## config.mk

```make
export PLATFORM = sky130hd
export DESIGN_NAME = array_tile_column_allocator
export DESIGN_NICKNAME = d
export VERILOG_FILES = /design/src/design/atc_pkg.sv /design/src/design/atc_div.sv /design/src/design/array_tile_column_allocator.sv
export SDC_FILE = /design/constraint.sdc
export NUM_CORES = 1
export LEC_CHECK = 0
export ABC_AREA = 0
export BUFFER_PORTS_ARGS = -buffer_cell sky130_fd_sc_hd__buf_2
export CELL_PAD_IN_SITES_DETAIL_PLACEMENT = 2
export CELL_PAD_IN_SITES_GLOBAL_PLACEMENT = 2
export CORE_MARGIN = 2
export CORE_UTILIZATION = 36
export DETAILED_ROUTE_END_ITERATION = 8
export GPL_TIMING_DRIVEN = 0
export PLACE_DENSITY = 0.74
export SKIP_CTS_REPAIR_TIMING = 1
export SLEW_MARGIN = 10
export SYNTH_ARGS = -nofsm -noshare
export SYNTH_HDL_FRONTEND = slang
export SYNTH_SLANG_ARGS = --single-unit
```

## constraint.sdc

```tcl
create_clock -name i_clk -period 8 [get_ports i_clk]
set_input_delay 0.4 -clock i_clk [delete_from_list [all_inputs] [get_ports i_clk]]
set_output_delay 0.4 -clock i_clk [all_outputs]
set_load 0.03 [all_outputs]
```

## src/design/atc_pkg.sv

```systemverilog
// Shared constants and types for the array tile column allocator.
// No dependencies.
`default_nettype none

package atc_pkg;

    localparam int ATC_SIDE    = 8;
    localparam int ATC_CELLS   = ATC_SIDE * ATC_SIDE;
    localparam int ATC_NODES_W = 16;
    localparam int ATC_TOTAL_W = 24;
    localparam int ATC_XY_W    = 3;
    localparam int ATC_COL_W   = $clog2(ATC_SIDE);
    localparam int ATC_ROW_W   = 4;
    localparam int ATC_GRANT_W = $clog2(ATC_CELLS + 1);
    localparam int ATC_DIVD_W  = ATC_NODES_W + ATC_GRANT_W;
    localparam int ATC_SQ_W    = $clog2((ATC_SIDE + 1) * (ATC_SIDE + 1) + 1);

    typedef logic [ATC_SIDE-1:0][ATC_ROW_W-1:0] t_fill;

    typedef enum logic [4:0] {
        S_IDLE = 5'b00001,
        S_DIV  = 5'b00010,
        S_ROOT = 5'b00100,
        S_FIT  = 5'b01000,
        S_TILE = 5'b10000
    } t_state;

endpackage

`default_nettype wire

```

## src/design/atc_div.sv

```systemverilog
// Restoring serial divider, one quotient bit per cycle.
// Depends on atc_pkg.
`default_nettype none

module atc_div (
    input  wire                                 i_clk,
    input  wire                                 i_rst_n,
    input  wire                                 i_start,
    input  wire  [atc_pkg::ATC_DIVD_W-1:0]      i_dividend,
    input  wire  [atc_pkg::ATC_TOTAL_W-1:0]     i_divisor,
    output logic                                o_done,
    output logic [atc_pkg::ATC_DIVD_W-1:0]      o_quot
);
    import atc_pkg::*;

    localparam int CNT_W = $clog2(ATC_DIVD_W + 1);

    logic [ATC_TOTAL_W-1:0] r_rem, n_rem;
    logic [ATC_DIVD_W-1:0]  r_quot, n_quot;
    logic [ATC_TOTAL_W-1:0] r_div;
    logic [CNT_W-1:0]       r_cnt;
    logic                   r_busy;
    logic                   r_done;
    logic [ATC_TOTAL_W:0]   trial;
    logic [ATC_TOTAL_W:0]   diff;

    // shift the next dividend bit into the partial remainder and try a subtract
    always_comb begin
        trial  = {r_rem, r_quot[ATC_DIVD_W-1]};
        diff   = trial - {1'b0, r_div};
        n_rem  = r_rem;
        n_quot = r_quot;
        if (trial >= {1'b0, r_div}) begin
            n_rem  = diff[ATC_TOTAL_W-1:0];
            n_quot = {r_quot[ATC_DIVD_W-2:0], 1'b1};
        end else begin
            n_rem  = trial[ATC_TOTAL_W-1:0];
            n_quot = {r_quot[ATC_DIVD_W-2:0], 1'b0};
        end
    end

    always_ff @(posedge i_clk) begin
        if (!i_rst_n) begin
            r_busy <= 1'b0;
            r_done <= 1'b0;
            r_cnt  <= '0;
        end else begin
            r_done <= 1'b0;
            if (i_start) begin
                r_busy <= 1'b1;
                r_cnt  <= CNT_W'(ATC_DIVD_W);
                r_rem  <= '0;
                r_quot <= i_dividend;
                r_div  <= i_divisor;
            end else if (r_busy) begin
                r_rem  <= n_rem;
                r_quot <= n_quot;
                r_cnt  <= r_cnt - 1'b1;
                if (r_cnt == CNT_W'(1)) begin
                    r_busy <= 1'b0;
                    r_done <= 1'b1;
                end
            end
        end
    end

    assign o_done = r_done;
    assign o_quot = r_quot;

endmodule

`default_nettype wire

```

## src/design/array_tile_column_allocator.sv

```systemverilog
// Flow: a serial divide (skipped when total_nodes is 0), a square-root search, a fit step, then tile steps.
// Throughput: one kernel at a time; busy stays high until the last tile step is done.
// Results come in the cycle after each tile step as a one-cycle strobe; no back-pressure.
// Synchronous active-low reset clears the column fill, cursor and sets total_nodes to 1.
// The divide is a serial unit, the square root a step-per-cycle search.
// Depends on atc_pkg and atc_div.
`default_nettype none

module array_tile_column_allocator (
    input  wire                             i_clk,
    input  wire                             i_rst_n,
    input  wire                             i_cfg_valid,
    output logic                            o_cfg_ready,
    input  wire  [atc_pkg::ATC_TOTAL_W-1:0] i_cfg_total_nodes,
    input  wire                             start,
    output logic                            busy,
    input  wire  [atc_pkg::ATC_NODES_W-1:0] i_kernel_nodes,
    output logic                            o_valid,
    output logic [atc_pkg::ATC_XY_W-1:0]    o_tile_x,
    output logic [atc_pkg::ATC_XY_W-1:0]    o_tile_y,
    output logic                            o_last,
    output logic                            o_array_full
);
    import atc_pkg::*;

    localparam logic [ATC_ROW_W-1:0] SIDE_R = ATC_ROW_W'(ATC_SIDE);

    t_state                   r_state, n_state;
    logic [ATC_TOTAL_W-1:0]   r_total;
    logic [ATC_GRANT_W-1:0]   r_grant, r_left, n_left;
    logic [ATC_ROW_W-1:0]     r_root;
    logic [ATC_SQ_W-1:0]      r_sq;
    logic [ATC_ROW_W-1:0]     r_width, r_height;
    t_fill                    r_fill, n_fill;
    logic [ATC_COL_W-1:0]     r_col, n_col;
    logic [ATC_ROW_W-1:0]     r_row, n_row;

    logic                     r_valid, n_valid;
    logic [ATC_XY_W-1:0]      r_x, n_x, r_y, n_y;
    logic                     r_last, n_last, r_full, n_full;

    logic                     div_start, div_done;
    logic [ATC_DIVD_W-1:0]    div_quot;
    logic [ATC_GRANT_W-1:0]   quot_grant;
    logic [ATC_SQ_W-1:0]      sq_root, root_sq, grant_sq;

    // tile step signals
    logic                     need_seek;
    logic [ATC_COL_W:0]       seek1, seek2;
    logic [ATC_COL_W-1:0]     pc, start2;
    logic [ATC_ROW_W-1:0]     pr, pr_inc;
    logic [ATC_ROW_W:0]       span;
    logic                     is_last, leave;

    // first column from s (wrapping) that still has a free row; {hit, column}
    function automatic logic [ATC_COL_W:0] seek_col(input t_fill f,
                                                     input logic [ATC_COL_W-1:0] s);
        logic [ATC_COL_W-1:0] c;
        logic [ATC_COL_W-1:0] res;
        logic                 hit;
        c   = s;
        res = s;
        hit = 1'b0;
        for (int n = 0; n < ATC_SIDE; n++) begin
            if (!hit && (f[c] < SIDE_R)) begin
                res = c;
                hit = 1'b1;
            end
            c = (c == ATC_COL_W'(ATC_SIDE - 1)) ? '0 : c + 1'b1;
        end
        return {hit, res};
    endfunction

    // the divider loads at the accepting edge, so it takes the request's node count directly
    atc_div u_div (
        .i_clk      (i_clk),
        .i_rst_n    (i_rst_n),
        .i_start    (div_start),
        .i_dividend (ATC_DIVD_W'(i_kernel_nodes) * ATC_DIVD_W'(ATC_CELLS)),
        .i_divisor  (r_total),
        .o_done     (div_done),
        .o_quot     (div_quot)
    );

    assign busy        = (r_state != S_IDLE);
    assign o_cfg_ready = (r_state == S_IDLE) && !start;

    always_comb begin
        if (div_quot == '0) begin
            quot_grant = ATC_GRANT_W'(1);
        end else if (div_quot > ATC_DIVD_W'(ATC_CELLS)) begin
            quot_grant = ATC_GRANT_W'(ATC_CELLS);
        end else begin
            quot_grant = div_quot[ATC_GRANT_W-1:0];
        end
    end

    // r_sq holds (r+1)^2
    assign sq_root  = ATC_SQ_W'(r_root);
    assign root_sq  = r_sq - (sq_root << 1) - ATC_SQ_W'(1);
    assign grant_sq = ATC_SQ_W'(r_grant);

    always_comb begin
        need_seek = (r_fill[r_col] >= SIDE_R) || (r_row >= SIDE_R);
        seek1     = seek_col(r_fill, r_col);
        pc        = need_seek ? seek1[ATC_COL_W-1:0] : r_col;
        pr        = need_seek ? r_fill[seek1[ATC_COL_W-1:0]] : r_row;
        pr_inc    = pr + 1'b1;
        is_last   = (r_left == ATC_GRANT_W'(1));
        span      = {1'b0, pr} - {1'b0, r_fill[pc]};
        leave     = (span == {1'b0, r_height - 1'b1}) || is_last || (pr_inc >= SIDE_R);
        n_fill    = r_fill;
        n_fill[pc] = pr_inc;
        start2    = (pc == ATC_COL_W'(ATC_SIDE - 1)) ? '0 : pc + 1'b1;
        seek2     = seek_col(n_fill, start2);
    end

    always_comb begin
        n_state   = r_state;
        n_col     = r_col;
        n_row     = r_row;
        n_left    = r_left;
        n_valid   = 1'b0;
        n_x       = '0;
        n_y       = '0;
        n_last    = 1'b0;
        n_full    = 1'b0;
        div_start = 1'b0;
        case (r_state)
            S_IDLE: begin
                if (start) begin
                    if (r_total == '0) begin
                        n_state = S_ROOT;
                    end else begin
                        n_state   = S_DIV;
                    end
                end
            end
            S_DIV: begin
                if (div_done) begin
                    n_state = S_ROOT;
                end
            end
            S_ROOT: begin
                if (r_sq > grant_sq) begin
                    n_state = S_FIT;
                end
            end
            S_FIT: begin
                n_left  = r_grant;
                n_state = S_TILE;
                if ((SIDE_R - ATC_ROW_W'(r_col)) < r_width) begin
                    n_col = '0;
                    n_row = r_fill[0];
                end
            end
            S_TILE: begin
                n_valid = 1'b1;
                if (need_seek && !seek1[ATC_COL_W]) begin
                    // nothing free anywhere: flag and stop this kernel
                    n_last  = 1'b1;
                    n_full  = 1'b1;
                    n_col   = r_col;
                    n_row   = r_fill[r_col];
                    n_state = S_IDLE;
                end else begin
                    n_x    = ATC_XY_W'(pc);
                    n_y    = pr[ATC_XY_W-1:0];
                    n_last = is_last;
                    n_left = r_left - 1'b1;
                    if (leave) begin
                        n_col = seek2[ATC_COL_W-1:0];
                        n_row = n_fill[seek2[ATC_COL_W-1:0]];
                    end else begin
                        n_col = pc;
                        n_row = pr_inc;
                    end
                    if (is_last) begin
                        n_state = S_IDLE;
                    end
                end
            end
            default: begin
                n_state = S_IDLE;
            end
        endcase
        if (r_state == S_IDLE && start && r_total != '0) begin
            div_start = 1'b1;
        end
    end

    always_ff @(posedge i_clk) begin
        if (!i_rst_n) begin
            r_state <= S_IDLE;
            r_total <= ATC_TOTAL_W'(1);
            r_fill  <= '0;
            r_col   <= '0;
            r_row   <= '0;
            r_valid <= 1'b0;
        end else begin
            r_state <= n_state;
            r_col   <= n_col;
            r_row   <= n_row;
            r_valid <= n_valid;
            if (i_cfg_valid && o_cfg_ready) begin
                r_total <= i_cfg_total_nodes;
            end
            if (r_state == S_TILE && !(need_seek && !seek1[ATC_COL_W]) && leave) begin
                r_fill[pc] <= pr_inc;
            end
        end
    end

    always_ff @(posedge i_clk) begin
        r_left <= n_left;
        r_x    <= n_x;
        r_y    <= n_y;
        r_last <= n_last;
        r_full <= n_full;
        if (r_state == S_IDLE && start) begin
            r_grant <= ATC_GRANT_W'(ATC_CELLS);
        end
        if (r_state == S_DIV && div_done) begin
            r_grant <= quot_grant;
        end
        if (n_state == S_ROOT && r_state != S_ROOT) begin
            r_root <= '0;
            r_sq   <= ATC_SQ_W'(1);
        end else if (r_state == S_ROOT) begin
            if (r_sq <= grant_sq) begin
                r_root <= r_root + 1'b1;
                r_sq   <= r_sq + (sq_root << 1) + ATC_SQ_W'(3);
            end else if (root_sq == grant_sq) begin
                r_width  <= r_root;
                r_height <= r_root;
            end else if (grant_sq <= root_sq + sq_root) begin
                r_width  <= r_root;
                r_height <= r_root + 1'b1;
            end else begin
                r_width  <= r_root + 1'b1;
                r_height <= r_root + 1'b1;
            end
        end
    end

    assign o_valid      = r_valid;
    assign o_tile_x     = r_x;
    assign o_tile_y     = r_y;
    assign o_last       = r_last;
    assign o_array_full = r_full;

    a_valid_from_tile: assert property (@(posedge i_clk) disable iff (!i_rst_n)
        o_valid |-> $past(r_state == S_TILE))
        else $error("result strobe without a tile step");

    a_start_busy: assert property (@(posedge i_clk) disable iff (!i_rst_n)
        (start && !busy) |=> busy)
        else $error("request accepted but block not busy");

    a_full_is_last: assert property (@(posedge i_clk) disable iff (!i_rst_n)
        (o_valid && o_array_full) |-> (o_last && o_tile_x == '0 && o_tile_y == '0))
        else $error("array full result malformed");

    a_div_done_state: assert property (@(posedge i_clk) disable iff (!i_rst_n)
        div_done |-> (r_state == S_DIV))
        else $error("divider finished outside divide state");

endmodule

`default_nettype wire

```

# Word-level counts from Yosys, hierarchy flattened

Index checks and enable logic that the tools add are counted.

Register bits: 188
Input bits: 44
Logic and storage cells: 324

Magnitude comparators: 45
Equal/unequal tests: 29
Reductions and logical operators: 60
Muxes and demuxes: 126
Add/subtract/negate cells: 28
Bitwise gates (word level): 5

Operators with widths:

| operator              | count |
|---|---|
| $bmux W4 S3           | 19 |
| $mux W4               | 27 |
| $mux W3               | 34 |
| $lt A3 B4 Y1 const B  | 19 |
| $lt A4 B4 Y1 const B  | 16 |
| $mux W24              | 2 |
| $add A3 B1 Y3 const B | 15 |
| $eq A3 B3 Y1 const B  | 15 |
| $mux W5               | 7 |
| $mux W7               | 5 |
| $bwmux W32            | 1 |
| $ge A25 B24 Y1        | 1 |
| $pmux W5 S5           | 1 |
| $logic_and A1 B1 Y1   | 24 |
| $logic_not A24 Y1     | 1 |
| $mux W1               | 24 |
| $reduce_bool A24 Y1   | 1 |
| $sub A24 B24 Y24      | 1 |
| $gt A23 B7 Y1 const B | 1 |
| $logic_not A23 Y1     | 1 |
| $mux W23              | 1 |
| $mux W22              | 1 |
| $logic_not A1 Y1      | 17 |
| $le A7 B7 Y1          | 2 |
| 36 further kinds      | 57 |

# Depth between registers and ports, before layout

Word-level depth: 61
Mapped depth: 36
Mapped depth without buffers: 29

# By module

From an unflattened synthesis, not the netlist that was laid out.

Cell total of the unflattened synthesis: 1666
Area, all modules: 14520.2 um2

By module, submodules not included:

| module                      | times used | cells an instance | area each (um2) | sequential area each (um2) |
|---|---|---|---|---|
| array_tile_column_allocator | 1          | 1213              | 9655.5          | 2422.3 |
| atc_div                     | 1          | 453               | 4864.7          | 2272.2 |

# Least setup slack after synthesis

OpenSTA, ideal clock, no wires.

Path type: reg-to-reg
Start point: register r_col[1]
End point: register r_fill[4] in the netlist's numbering
Setup slack: -0.698 ns
Library setup time: 0.116 ns
Path buffers: 8
Stages on the path, launching flop included: 36
Arrival: 8.582 ns
Path through: dfxtp_1 -> buf_2 -> inv_1 -> ha_1 -> nand2b_1 -> buf_2 -> clkinv_1 -> ha_1 -> xor2_2 -> xnor2_1 -> mux4_2 -> or4b_1 -> o22ai_2 -> o311ai_2 -> nand2_2 -> buf_2 -> buf_1 -> clkbuf_1 -> mux4_2 -> nand2_1 -> nand2_1 -> mux2i_1 -> clkbuf_1 -> ha_1 -> inv_1 -> fa_1 -> xnor2_1 -> xnor2_1 -> nand3_1 -> o311ai_1 -> and2_0 -> clkbuf_1 -> clkbuf_1 -> nand2_1 -> mux2i_1 -> nor2b_1

Cells in the longest elaborated chain, start to end: 33

Ends and longest elaborated chain:

| element                                                                | RTL line                           | source |
|---|---|---|
| start: declaration                                                     | array_tile_column_allocator.sv:35  | `logic [ATC_COL_W-1:0] r_col, n_col;` |
| start signal: assignment                                               | array_tile_column_allocator.sv:202 | `r_col <= n_col;` |
| parallel branches: the longest is 33 deep, another holds $add A3 B1 Y3 | -                                  |  |
| end signal: indexed assignment                                         | array_tile_column_allocator.sv:209 | `r_fill[pc] <= pr_inc;` |
| end: declaration                                                       | array_tile_column_allocator.sv:34  | `t_fill r_fill, n_fill;` |

Several ways; the timed one is not identified. The select of a mux whose other input is x is not followed.
A chain may end at the register's enable or synchronous reset.

# Worst setup path after layout

Start point: register r_col[0]
End point: register r_row[0]

Cells in the longest elaborated chain, start to end: 61

Ends and longest elaborated chain:

| element                                                                | RTL line                           | source |
|---|---|---|
| parallel branches: the longest is 61 deep, another holds $add A3 B1 Y3 | -                                  |  |
| end signal: assignment                                                 | array_tile_column_allocator.sv:203 | `r_row <= n_row;` |
| end: declaration                                                       | array_tile_column_allocator.sv:36  | `logic [ATC_ROW_W-1:0] r_row, n_row;` |

Several ways; the timed one is not identified. The select of a mux whose other input is x is not followed.

==> summary.md <==
| Metric | Value |
|---|---|
| Slew @ Worst Pin | 1.22 ns |
| Area of placed instances | 14,400 um2 |
| Critical Path RT | 8.36 ns |
| Clk slew on worst S/H paths | 0.08 ns |
| Ratio of final minimum period to clock period | 0.999 |
| Final hold vios | 0 |
| Highest clock rate | 0.125 GHz |
| Commonest cells in the netlist | 164 x nand2_1, 137 x nor2_1, 95 x dfxtp_1 |
| H-tree level count | 4 |
| Vias in the first global route | 12.6k |
| Sw Ratio | 0.309 |
| Crit end category | flop |
| Final ANT Viol Nets | 0 |
| Clock share of power | 0.353 |
| Row count | 70 |
| Skew final | 0.0202 ns |
| Input/output buffers | 54 |
| Core Area | 36,800 um2 |
| Worst path most repeated cell | buf_6 |
| Post-synth top area share | 0.207 |
| Starting DRT DRC Count | 680 |
| DRT Wirelength | 49.4 mm |
| Slew Viols, Final | 0 |
| Status | finished, final reports clean |
| Placer Congestion | 0.847 |
| R2R depth | 32 |
| Worst min path class | primary input to flop |
| Antenna violations before repair | 1 |
| Core Util, Final | 0.439 |
| Final min period | 7.99 ns |
| Critical path class | flop to flop |
| Global-route wire length before repair | 73.5 mm |
| Clock root cell | clkbuf_16 |
| Combinational Power Share | 0.210 |
| Boundary Pins | 55 |
| Gr usage total | 0.245 |
| Synthesized area per cell | 9.16 um2 |
| Pre-antenna DRT Iters | 5 |
| PwrDens | 162 nW/um2 |
| Cell Area, Synth | 13,500 um2 |
| Clk sinks | 188 |
| TritonCTS buffer count | 17 |
| Largest net degree at the start of global routing | 28 |
| Post-synthesis async set-or-reset flop share | 0 |
| Gr ovfl total | 0 |
| WL/cell | 23.7 um |
| Final setup violation count | 0 |
| CTS Buffer Depth | 2 |
| Worst VDD drop | 0.120 mV |
| Final setup TNS | 0 ns |
| Layout area overhead | 19.8% |
| Power Total | 2.61 mW |
| TritonCTS clock tree | yes |
| CP max-delay cell | mux4_2 |
| Max Cap Viol | 0 |
| Detailed Place HPWL | 35.4 mm |
| Max transition margin | 0.164 |
| Share of cells above drive strength 1 | 0.194 |
| Delay of the slowest cell on the worst path | 0.62 ns |
| RSZ-0062 raised after global routing | yes |
| Final nets | 1,739 |
| Top-count cell post-synth | nand2_1 |
| Register area share after synthesis | 0.348 |
| EDFF count, synth | 93 |
| Initial core utilization | 0.367 |
| Synth Flop Type | dfxtp_1 |
| Crit path DAT | 8.35 ns |
| Final hold slack | 0.165 ns |
| Syn_nets | 1,603 |
| Residual DRC | 0 |
| Finished Cell Area | 16,200 um2 |
| Die width | 198 um |
| Internal power | 1.81 mW |
| CP max FO | 10 |
| Synth Register Bits | 188 |
| Hold path depth | 3 |
| P_sw | 0.806 mW |
| Synth top area cells | edfxtp_1 21%, dfxtp_1 14%, ha_1 7.5%, mux2i_1 6.2%, mux4_2 4.8% |
| YS warnings | 0 |
| ANT cells | 0 |
| Clock latency on the worst-skew pair | 0.47 ns |
| Area leader, netlist | edfxtp_1 |
| Via count | 12.1k |
| Die area | 39,000 um2 |
| Sequential power share | 0.437 |
| Mapped Cells | 1,473 |
| Leakage power | 6.55 nW |
| Synth unique cells | 96 |
| Die height | 198 um |
| Startpoint Class | flop |
| Vias per cell | 5.77 |
kinds of logic after synthesis:
logic type | after synthesis | synth area share
adders and majority gates | 86 | 0.0826
xor gates and xnor gates | 67 | 0.0455
DFF | 188 | 0.348
AOI/OAI and AO/OA | 312 | 0.161
buffers and inverters | 169 | 0.0502
muxes | 136 | 0.130
and+or+nand+nor | 515 | 0.183
area by class of cell:
cell class,instances,area (um2)
fillers,4048,20600
repair buffers,120,827
clock inverters,14,175
flip-flops and latches,188,4700
clock buffers,18,439
plain buffers,67,457
well taps,468,586
multi-input cells,1116,8570
inverters,99,400
power by group through the flow:
stage	registers, mW	logic, mW	clock network (mW)
6_report	1.14	0.549	0.923
5_1_grt	1.15	0.626	0.968
4_1_cts	1.14	0.558	0.932
3_5_place_dp	1.16	0.545	0
3_3_place_gp	1.16	0.513	0
2_1_floorplan	1.14	0.402	0
flip-flops by register name, indices dropped and copies added, names as in the netlist, 5 cells and up:
| name | count |
|---|---|
| u_div.r_div | 24 |
| r_fill | 32 |
| u_div.r_rem | 24 |
| grant_sq | 7 |
| r_left | 7 |
| u_div.r_cnt | 5 |
| u_div.o_quot | 23 |
| r_total | 24 |
| r_state | 5 |
| r_sq | 7 |
final timing paths:
kind / to / slack [ns] / from
max: r_row[0]$_SDFFE_PN0P_ / 0.006 / r_col[0]$_SDFFE_PN0P_
min: r_total[0]$_SDFFE_PN1P_ / 0.16 / i_cfg_total_nodes[0]
max reg2reg: r_row[0]$_SDFFE_PN0P_ / 0.006 / r_col[0]$_SDFFE_PN0P_
min reg2reg: u_div.r_div[6]$_DFFE_PP_ / 0.47 / r_total[6]$_SDFFE_PN0P_
cell usage in the layout, fill, tap and decap left out, drive strengths merged, types with 6 or more instances in the layout:
| master | instances |
|---|---|
| clkbuf | 64 |
| nand4 | 12 |
| nand2 | 165 |
| xnor2 | 47 |
| or3 | 6 |
| buf | 141 |
| xor2 | 20 |
| dfxtp | 95 |
| a21o | 14 |
| nand3 | 53 |
| mux2 | 24 |
| a21boi | 52 |
| nor2b | 37 |
| edfxtp | 93 |
| inv | 103 |
| and2 | 9 |
| o21a | 11 |
| mux4 | 29 |
| nand3b | 6 |
| o211ai | 25 |
| a211oi | 13 |
| nor4 | 15 |
| nor2 | 137 |
| nor3 | 17 |
| mux2i | 83 |
| and3 | 8 |
| o31ai | 7 |
| a211o | 6 |
| o21ai | 64 |
| nand2b | 23 |
| a21oi | 72 |
| ha | 81 |
critical path: cells and delay by family, from the launching register on:
family | cells | cell delay [ns]
buffers and inverters | 8 | 1.26
DFF | 1 | 0.36
AOI/OAI and AO/OA | 9 | 2.29
xor gates and xnor gates | 3 | 0.78
and+or+nand+nor | 6 | 1.57
adders and majority gates | 3 | 0.57
muxes | 3 | 1.05
per-stage QoR:
stage / instances / setup slack [ns]
6_report: 2090 / 0.00600
3_3_place_gp: 1995 / -2.58
5_1_grt: 2090 / -0.251
2_1_floorplan: 1473 / 0.0120
4_1_cts: 2028 / -2.64
3_5_place_dp: 1996 / -2.60
layer usage:
layer	wire length [um]	global-route usage
met1	22000	0.319
met2	24900	0.434
met5	0	0
met4	1090	0.0585
met3	1410	0.0271
No activity file was read; power rests on OpenSTA's default activity.
